### src/hw/rtl/uemr_pkg.sv
// shared constants and types for the ultrasonic echo median ranger
// no dependencies; imported by every module of the block
package uemr_pkg;

    localparam int DIST_W      = 20;
    localparam int SPAN_W      = 24;
    localparam int MUL_A_W     = 28;
    localparam int MUL_B_W     = 27;
    localparam int PROD_W      = MUL_A_W + MUL_B_W;
    localparam int PRE_SHIFT   = 5;
    localparam int RECIP_SHIFT = 36;

    localparam logic [15:0]        SOUND_CM_PER_S    = 16'd34300;
    localparam logic [20:0]        TICKS_TWICE_PER_S = 21'd2000000;
    localparam logic [DIST_W-1:0]  DIST_MAX          = 20'd287729;

    // cm = ((span * 343) >> 5) / 625, the divide done as a multiply by ceil(2^36 / 625)
    localparam logic [MUL_B_W-1:0] SCALE_NUM = 27'd343;
    localparam logic [MUL_B_W-1:0] RECIP_625 = 27'd109951163;

    localparam int WINDOW_SIZE_DEF = 5;

    typedef struct packed {
        logic              done;
        logic [DIST_W-1:0] cm;
    } t_dist_sts;

endpackage

### src/hw/rtl/uemr_dist.sv
// echo span to distance unit: span, then one shared multiplier used for scale and reciprocal
// depends on uemr_pkg
module uemr_dist (
    input  logic                  i_clk,
    input  logic                  i_rst_n,
    input  logic                  i_start,
    input  logic [15:0]           i_echo_start_tick,
    input  logic [15:0]           i_echo_end_tick,
    input  logic [7:0]            i_echo_overflows,
    output uemr_pkg::t_dist_sts   o_sts
);
    import uemr_pkg::*;

    localparam logic [1:0] D_IDLE = 2'd0;
    localparam logic [1:0] D_MUL  = 2'd1;
    localparam logic [1:0] D_RCP  = 2'd2;
    localparam logic [1:0] D_DONE = 2'd3;

    logic [1:0]         r_state, n_state;
    logic [SPAN_W-1:0]  r_span;
    logic [SPAN_W-1:0]  w_top, w_base, w_span;
    logic [MUL_A_W-1:0] r_scaled;
    logic [DIST_W-1:0]  r_quo;
    logic [MUL_A_W-1:0] w_mul_a;
    logic [MUL_B_W-1:0] w_mul_b;
    logic [PROD_W-1:0]  w_prod;

    assign w_top  = {i_echo_overflows, i_echo_end_tick};
    assign w_base = {8'd0, i_echo_start_tick};
    assign w_span = (w_top > w_base) ? (w_top - w_base) : '0;

    assign w_mul_a = (r_state == D_MUL) ? MUL_A_W'(r_span) : r_scaled;
    assign w_mul_b = (r_state == D_MUL) ? SCALE_NUM : RECIP_625;
    assign w_prod  = w_mul_a * w_mul_b;

    always_comb begin
        n_state = r_state;
        case (r_state)
            D_IDLE: begin
                if (i_start) n_state = D_MUL;
            end
            D_MUL:  n_state = D_RCP;
            D_RCP:  n_state = D_DONE;
            D_DONE: n_state = D_IDLE;
            default: n_state = D_IDLE;
        endcase
    end

    always_ff @(posedge i_clk) begin
        if (!i_rst_n) begin
            r_state <= D_IDLE;
        end else begin
            r_state <= n_state;
        end
    end

    always_ff @(posedge i_clk) begin
        case (r_state)
            D_IDLE: begin
                if (i_start) r_span <= w_span;
            end
            D_MUL: begin
                r_scaled <= w_prod[PRE_SHIFT+MUL_A_W-1:PRE_SHIFT];
            end
            D_RCP: begin
                r_quo <= DIST_W'(w_prod[PROD_W-1:RECIP_SHIFT]);
            end
            default: begin
            end
        endcase
    end

    assign o_sts.done = (r_state == D_DONE);
    assign o_sts.cm   = r_quo;

endmodule

### src/hw/rtl/ultrasonic_echo_median_ranger.sv
// top level of the ultrasonic echo median ranger
// depends on uemr_pkg and uemr_dist
//
// One beat in gives one beat out. A measurement goes from accept to the next
// ready through the distance unit, which registers the span and then runs one
// shared multiplier twice: by 343 to scale the span, then by a reciprocal of
// 625 to finish the divide by the tick rate. A measurement that fills the last
// window slot then runs a rank search: a single comparator ranks each stored
// distance against the rotating window to pick the middle value(s). A restart
// beat skips the distance unit. The result sits in an output register; the
// next beat is taken while it waits, and a beat that finishes while that
// result is still unread holds the block until it is taken.
module ultrasonic_echo_median_ranger #(
    parameter int WINDOW_SIZE = uemr_pkg::WINDOW_SIZE_DEF
) (
    input  logic                        i_clk,
    input  logic                        i_rst_n,
    input  logic                        i_in_valid,
    output logic                        o_in_ready,
    input  logic                        i_operation,
    input  logic [15:0]                 i_echo_start_tick,
    input  logic [15:0]                 i_echo_end_tick,
    input  logic [7:0]                  i_echo_overflows,
    output logic                        o_out_valid,
    input  logic                        i_out_ready,
    output logic [uemr_pkg::DIST_W-1:0] o_distance_now,
    output logic [uemr_pkg::DIST_W-1:0] o_median_distance,
    output logic                        o_median_new
);
    import uemr_pkg::*;

    localparam int IDX_W  = (WINDOW_SIZE > 1) ? $clog2(WINDOW_SIZE) : 1;
    localparam int CNT_W  = $clog2(WINDOW_SIZE + 1);
    localparam int STEP_W = $clog2(WINDOW_SIZE + 2);
    localparam int K_LO   = (WINDOW_SIZE - 1) / 2;
    localparam int K_HI   = WINDOW_SIZE / 2;

    localparam logic OP_MEASURE = 1'b0;
    localparam logic OP_RESTART = 1'b1;

    localparam logic [2:0] S_IDLE = 3'd0;
    localparam logic [2:0] S_CALC = 3'd1;
    localparam logic [2:0] S_SEL  = 3'd2;
    localparam logic [2:0] S_MED  = 3'd3;
    localparam logic [2:0] S_DONE = 3'd4;

    logic [2:0]        r_state, n_state;
    logic [DIST_W-1:0] r_win [WINDOW_SIZE];
    logic [IDX_W-1:0]  r_index;
    logic [DIST_W-1:0] r_held;
    logic [DIST_W-1:0] r_dist;
    logic              r_fresh;
    logic [DIST_W-1:0] r_cand_val;
    logic [CNT_W-1:0]  r_less, r_le;
    logic [STEP_W-1:0] r_step;
    logic [IDX_W-1:0]  r_cand;
    logic [DIST_W-1:0] r_lo, r_hi;
    logic              r_out_valid;
    logic [DIST_W-1:0] r_out_dist, r_out_med;
    logic              r_out_new;

    t_dist_sts         w_sts;
    logic              w_accept, w_start, w_last, w_lt, w_eq, w_out_free;
    logic              w_sel_end, w_cand_end;
    logic [DIST_W:0]   w_sum;

    assign o_in_ready = (r_state == S_IDLE);
    assign w_accept   = i_in_valid && o_in_ready;
    assign w_start    = w_accept && (i_operation == OP_MEASURE);
    assign w_last     = (r_index == IDX_W'(WINDOW_SIZE - 1));
    assign w_lt       = (r_win[0] < r_cand_val);
    assign w_eq       = (r_win[0] == r_cand_val);
    assign w_sum      = {1'b0, r_lo} + {1'b0, r_hi};
    assign w_out_free = !r_out_valid || i_out_ready;
    assign w_sel_end  = (r_step == STEP_W'(WINDOW_SIZE + 1));
    assign w_cand_end = (r_cand == IDX_W'(WINDOW_SIZE - 1));

    uemr_dist u_dist (
        .i_clk             (i_clk),
        .i_rst_n           (i_rst_n),
        .i_start           (w_start),
        .i_echo_start_tick (i_echo_start_tick),
        .i_echo_end_tick   (i_echo_end_tick),
        .i_echo_overflows  (i_echo_overflows),
        .o_sts             (w_sts)
    );

    always_comb begin
        n_state = r_state;
        case (r_state)
            S_IDLE: begin
                if (w_accept) begin
                    n_state = (i_operation == OP_RESTART) ? S_DONE : S_CALC;
                end
            end
            S_CALC: begin
                if (w_sts.done) n_state = w_last ? S_SEL : S_DONE;
            end
            S_SEL: begin
                if (w_sel_end && w_cand_end) n_state = S_MED;
            end
            S_MED:  n_state = S_DONE;
            S_DONE: begin
                if (w_out_free) n_state = S_IDLE;
            end
            default: n_state = S_IDLE;
        endcase
    end

    // control state
    always_ff @(posedge i_clk) begin
        if (!i_rst_n) begin
            r_state     <= S_IDLE;
            r_index     <= '0;
            r_held      <= '0;
            r_out_valid <= 1'b0;
        end else begin
            r_state <= n_state;
            if (w_accept && (i_operation == OP_RESTART)) begin
                r_index <= '0;
                r_held  <= '0;
            end
            if ((r_state == S_CALC) && w_sts.done) begin
                r_index <= w_last ? '0 : r_index + 1'b1;
            end
            if (r_state == S_MED) begin
                r_held <= w_sum[DIST_W:1];
            end
            if ((r_state == S_DONE) && w_out_free) begin
                r_out_valid <= 1'b1;
            end else if (i_out_ready) begin
                r_out_valid <= 1'b0;
            end
        end
    end

    // window, rank search and result payload
    always_ff @(posedge i_clk) begin
        case (r_state)
            S_IDLE: begin
                if (w_accept && (i_operation == OP_RESTART)) begin
                    r_dist  <= '0;
                    r_fresh <= 1'b0;
                end
            end
            S_CALC: begin
                if (w_sts.done) begin
                    r_dist   <= w_sts.cm;
                    r_fresh  <= w_last;
                    r_step   <= '0;
                    r_cand   <= '0;
                    r_win[0] <= w_sts.cm;
                    for (int i = 1; i < WINDOW_SIZE; i++) begin
                        r_win[i] <= r_win[i-1];
                    end
                end
            end
            S_SEL: begin
                if (r_step == '0) begin
                    r_cand_val <= r_win[0];
                    r_less     <= '0;
                    r_le       <= '0;
                    r_step     <= r_step + 1'b1;
                end else begin
                    for (int i = 0; i < WINDOW_SIZE; i++) begin
                        r_win[i] <= r_win[(i + 1) % WINDOW_SIZE];
                    end
                    if (w_sel_end) begin
                        if ((r_less <= CNT_W'(K_LO)) && (CNT_W'(K_LO) < r_le)) begin
                            r_lo <= r_cand_val;
                        end
                        if ((r_less <= CNT_W'(K_HI)) && (CNT_W'(K_HI) < r_le)) begin
                            r_hi <= r_cand_val;
                        end
                        r_step <= '0;
                        r_cand <= r_cand + 1'b1;
                    end else begin
                        r_less <= r_less + CNT_W'(w_lt);
                        r_le   <= r_le + CNT_W'(w_lt || w_eq);
                        r_step <= r_step + 1'b1;
                    end
                end
            end
            S_DONE: begin
                if (w_out_free) begin
                    r_out_dist <= r_dist;
                    r_out_med  <= r_held;
                    r_out_new  <= r_fresh;
                end
            end
            default: begin
            end
        endcase
    end

    assign o_out_valid       = r_out_valid;
    assign o_distance_now    = r_out_dist;
    assign o_median_distance = r_out_med;
    assign o_median_new      = r_out_new;

endmodule

### config.mk
export PLATFORM = sky130hd
export DESIGN_NAME = ultrasonic_echo_median_ranger
export DESIGN_NICKNAME = d
export VERILOG_FILES = /design/src/hw/rtl/uemr_pkg.sv /design/src/hw/rtl/uemr_dist.sv /design/src/hw/rtl/ultrasonic_echo_median_ranger.sv
export SDC_FILE = /design/constraint.sdc
export NUM_CORES = 2
export LEC_CHECK = 0
export BUFFER_PORTS_ARGS = -buffer_cell sky130_fd_sc_hd__buf_2
export CAP_MARGIN = 20
export CORE_MARGIN = 2
export CORE_UTILIZATION = 60
export CTS_CLUSTER_DIAMETER = 200
export CTS_CLUSTER_SIZE = 24
export DETAILED_ROUTE_END_ITERATION = 10
export MAX_ROUTING_LAYER = met4
export PLACE_DENSITY = 0.77
export SYNTH_ARGS = -nofsm -noshare
export SYNTH_HDL_FRONTEND = slang
export SYNTH_HIERARCHICAL = 1
export SYNTH_SLANG_ARGS = --single-unit
### constraint.sdc
create_clock -name i_clk -period 16.65 [get_ports i_clk]
set_input_delay 0.8325 -clock i_clk [delete_from_list [all_inputs] [get_ports i_clk]]
set_output_delay 0.8325 -clock i_clk [all_outputs]
set_load 0.03 [all_outputs]
==> out/summary.txt <==
status -> complete, no violations
Startpoint Class -> register
Syn Inst Count -> 2744
Rows -> 82
Die X -> 228.8 um
clk_skew -> 0.04085 ns
first-pass GRT wire length -> 111500 um
Netlist cell types -> 79
Setup crit end kind -> register
post-synthesis mux area share -> 4.940%
ratio of final minimum period to clock period -> 58.37%
vias -> 19051
clock net sink count -> 314
clk buf depth -> 3
drt first pass iters -> 6
average size of a mapped cell -> 11.05 um2
Root Driver -> clkbuf_16
CORE AREA -> 50070 um2
CTS clk-pin slew, worst paths -> 0.10 ns
Slowest-stage cell, CP -> a211oi_1
number of port buffers -> 87
ratio of cells with drive above 1 in the final layout -> 9.036%
Final min period -> 9.719 ns
Post-Synth XOR/XNOR Area -> 2.484%
DRC -> 0
WP data arrival -> 9.99 ns
GR Overflow Total -> 0
slew of the pin with the lowest slew margin -> 1.109 ns
Die ar. -> 52350 um2
CP Data Required Time -> 16.92 ns
TritonCTS buffer count -> 17
Area Growth Syn to Fin -> 5.014%
Post-Synth Simple-Gate Area -> 7.746%
Layout Utilization -> 63.59%
Initial Utilization -> 60.56%
max-cap viol count -> 0
gr usage total -> 28.30%
Slew headroom -> 25.59%
synth warn -> 6
Max H-tree Level -> 1
setup bufs post-CTS -> 0
Final GP Congestion -> 1.003
WL per Instance -> 19.81 um
number of synthesized flops with an enable pin -> 285
drt total wl -> 68770 um
post-synthesis compound-gate area fraction -> 6.685%
Sum Neg Setup Slack -> 0 ns
CP Class -> reg -> reg
register bit total from synthesis -> 314
Hold Buf Count CTS -> 0
FF+latch area -> 9139 um2
CP max stage delay -> 0.94 ns
Post-synth ARST share -> 0%
CP dominant cell by count -> inv_1
largest net degree at the start of global routing -> 76
Slew Viols, Final -> 0
vias in the first global route -> 20328
Setup Viol. Count Final -> 0
I/O Pins -> 88
Via density -> 5.487
antenna diode count -> 0
TritonCTS clock tree -> yes
antenna viol nets, final -> 0
largest family of logic cells by synthesized area -> adder cells
DP Wirelength -> 57920 um
initial antenna violation count -> 0
Chip Height -> 228.8 um
area occupied by multi-input gates -> 18320 um2
ys flop type -> edfxtp_1
Peak Freq -> 102.9 MHz
unrepaired setup endpoints after global routing -> false
sequential area share after synthesis -> 30.14%
worst-skew pair later-pin latency -> 0.55 ns
Layout fillers -> 4047
maximum fanout along the worst path -> 42
Layout Nets -> 3538
initial drt markers -> 1341
CTS resizes -> 0
Final Hold Fails -> 0
post-synthesis adder-cell area fraction -> 38.43%
Mapped Area -> 30320 um2
HP Class -> reg -> reg
==> worst max-delay path, delay by kind of cell (launching register included) <==
family | cells | cell delay (ns)
fa+ha+maj | 9 | 4.18
compound gates | 8 | 2.56
buf+inv | 9 | 1.25
simple gates | 3 | 0.94
flops | 1 | 0.40
xor+xnor | 1 | 0.08
==> metal layers <==
metal | part of all wire (%) | vias up | track usage [%]
met5 | 0 | - | -
met4 | 2.3 | 0 | 6.128
met3 | 7.3 | 99 | 5.539
met2 | 47 | 596 | 45.16
met1 | 43 | 9473 | 37.96
li1 | - | 8883 | -
==> per-stage QoR <==
stage	area, um2	setup slack [ns]	hold WS (ns)	std cells
finish	31840	6.931	0.4210	3472
CTS	31840	6.966	0.4209	3472
detailed placement	31340	7.016	0.4045	3443
global route	31840	6.372	0.4225	3472
global placement	31340	7.074	0.4010	3443
floorplan	30330	8.424	0.4003	2746
==> registers in the layout, indices dropped and copies added (netlist names) <==
signal             cells
r_step                 3
u_dist/r_span         24
r_held                20
o_median_distance     20
r_index                3
r_le                   3
r_state                3
u_dist/r_quo          19
r_dist                20
r_cand                 3
o_median_new           1
u_dist/r_state         2
o_distance_now        20
r_hi                  20
r_cand_val            20
r_less                 3
u_dist/r_scaled       28
r_win                100
o_out_valid            1
r_fresh                1
==> cells by family after synthesis <==
| logic type | count (synthesis) |
|---|---|
| AOI/OAI and AO/OA | 309 |
| xor gates and xnor gates | 86 |
| adders and majority gates | 704 |
| buffers and inverters | 746 |
| DFF | 314 |
| muxes | 108 |
| other | 2 |
| and+or+nand+nor | 475 |
==> area by class of cell <==
cell class | instances | area share [%]
sequential | 314 | 28.70
timing repair buffer | 97 | 1.603
clock inverter | 2 | 0.1218
multi-input combinational | 1686 | 57.53
tap | 672 | 2.641
inverter | 674 | 7.946
clock buffer | 27 | 1.454
==> synthesized netlist by cell type, types with 16 or more instances <==
cell / n / area, um2
nand2b_1: 27 / 168.9
dfxtp_1: 29 / 580.6
inv_1: 673 / 2526
o21ai_0: 52 / 260.3
mux2_2: 25 / 281.5
xnor2_1: 62 / 543.0
nand2_1: 146 / 548.0
and3_1: 16 / 100.1
nand3_1: 23 / 115.1
nor2_1: 108 / 405.4
mux2_4: 77 / 1156
and2_1: 35 / 219.0
a21o_1: 47 / 352.8
nand4_1: 16 / 100.1
a21oi_1: 98 / 490.5
a22oi_1: 21 / 157.7
clkbuf_1: 48 / 180.2
xor2_1: 24 / 210.2
nor3_1: 21 / 105.1
fa_1: 379 / 7587
nor2b_1: 42 / 262.8
edfxtp_1: 285 / 8558
ha_1: 324 / 4054
==> path summary, 6_finish.rpt <==
path | from | end | slack (ns) | depth (start not counted)
setup / recovery | u_dist/r_state[1] | u_dist/r_quo[14] | 6.93 | 30
hold reg to reg | r_dist[2] | o_distance_now[2] | 0.42 | 0
hold / removal | r_dist[2] | o_distance_now[2] | 0.42 | 0
setup reg to reg | u_dist/r_state[1] | u_dist/r_quo[14] | 6.93 | 30
==> cell usage in the layout (no fill, tap or decap), drive strengths merged, types with 4 or more instances in the layout <==
cell type	count
inv	674
fa	379
ha	324
edfxtp	285
nand2	146
nor2	109
mux2	102
a21oi	99
buf	97
xnor2	62
o21ai	56
a21o	47
nor2b	42
and2	35
dfxtp	29
nand2b	27
clkbuf	27
xor2	24
nand3	23
nor3	22
a22oi	21
nand4	16
and3	16
o21bai	12
a211oi	12
or2	11
o21a	9
a31oi	8
o211ai	8
or3	7
mux2i	6
and4	5
nor3b	5
conb	4
a31o	4
Power is left out: the tool's default activity adds up to more than one toggle a clock period on the data nets, which glitch-free logic cannot reach.
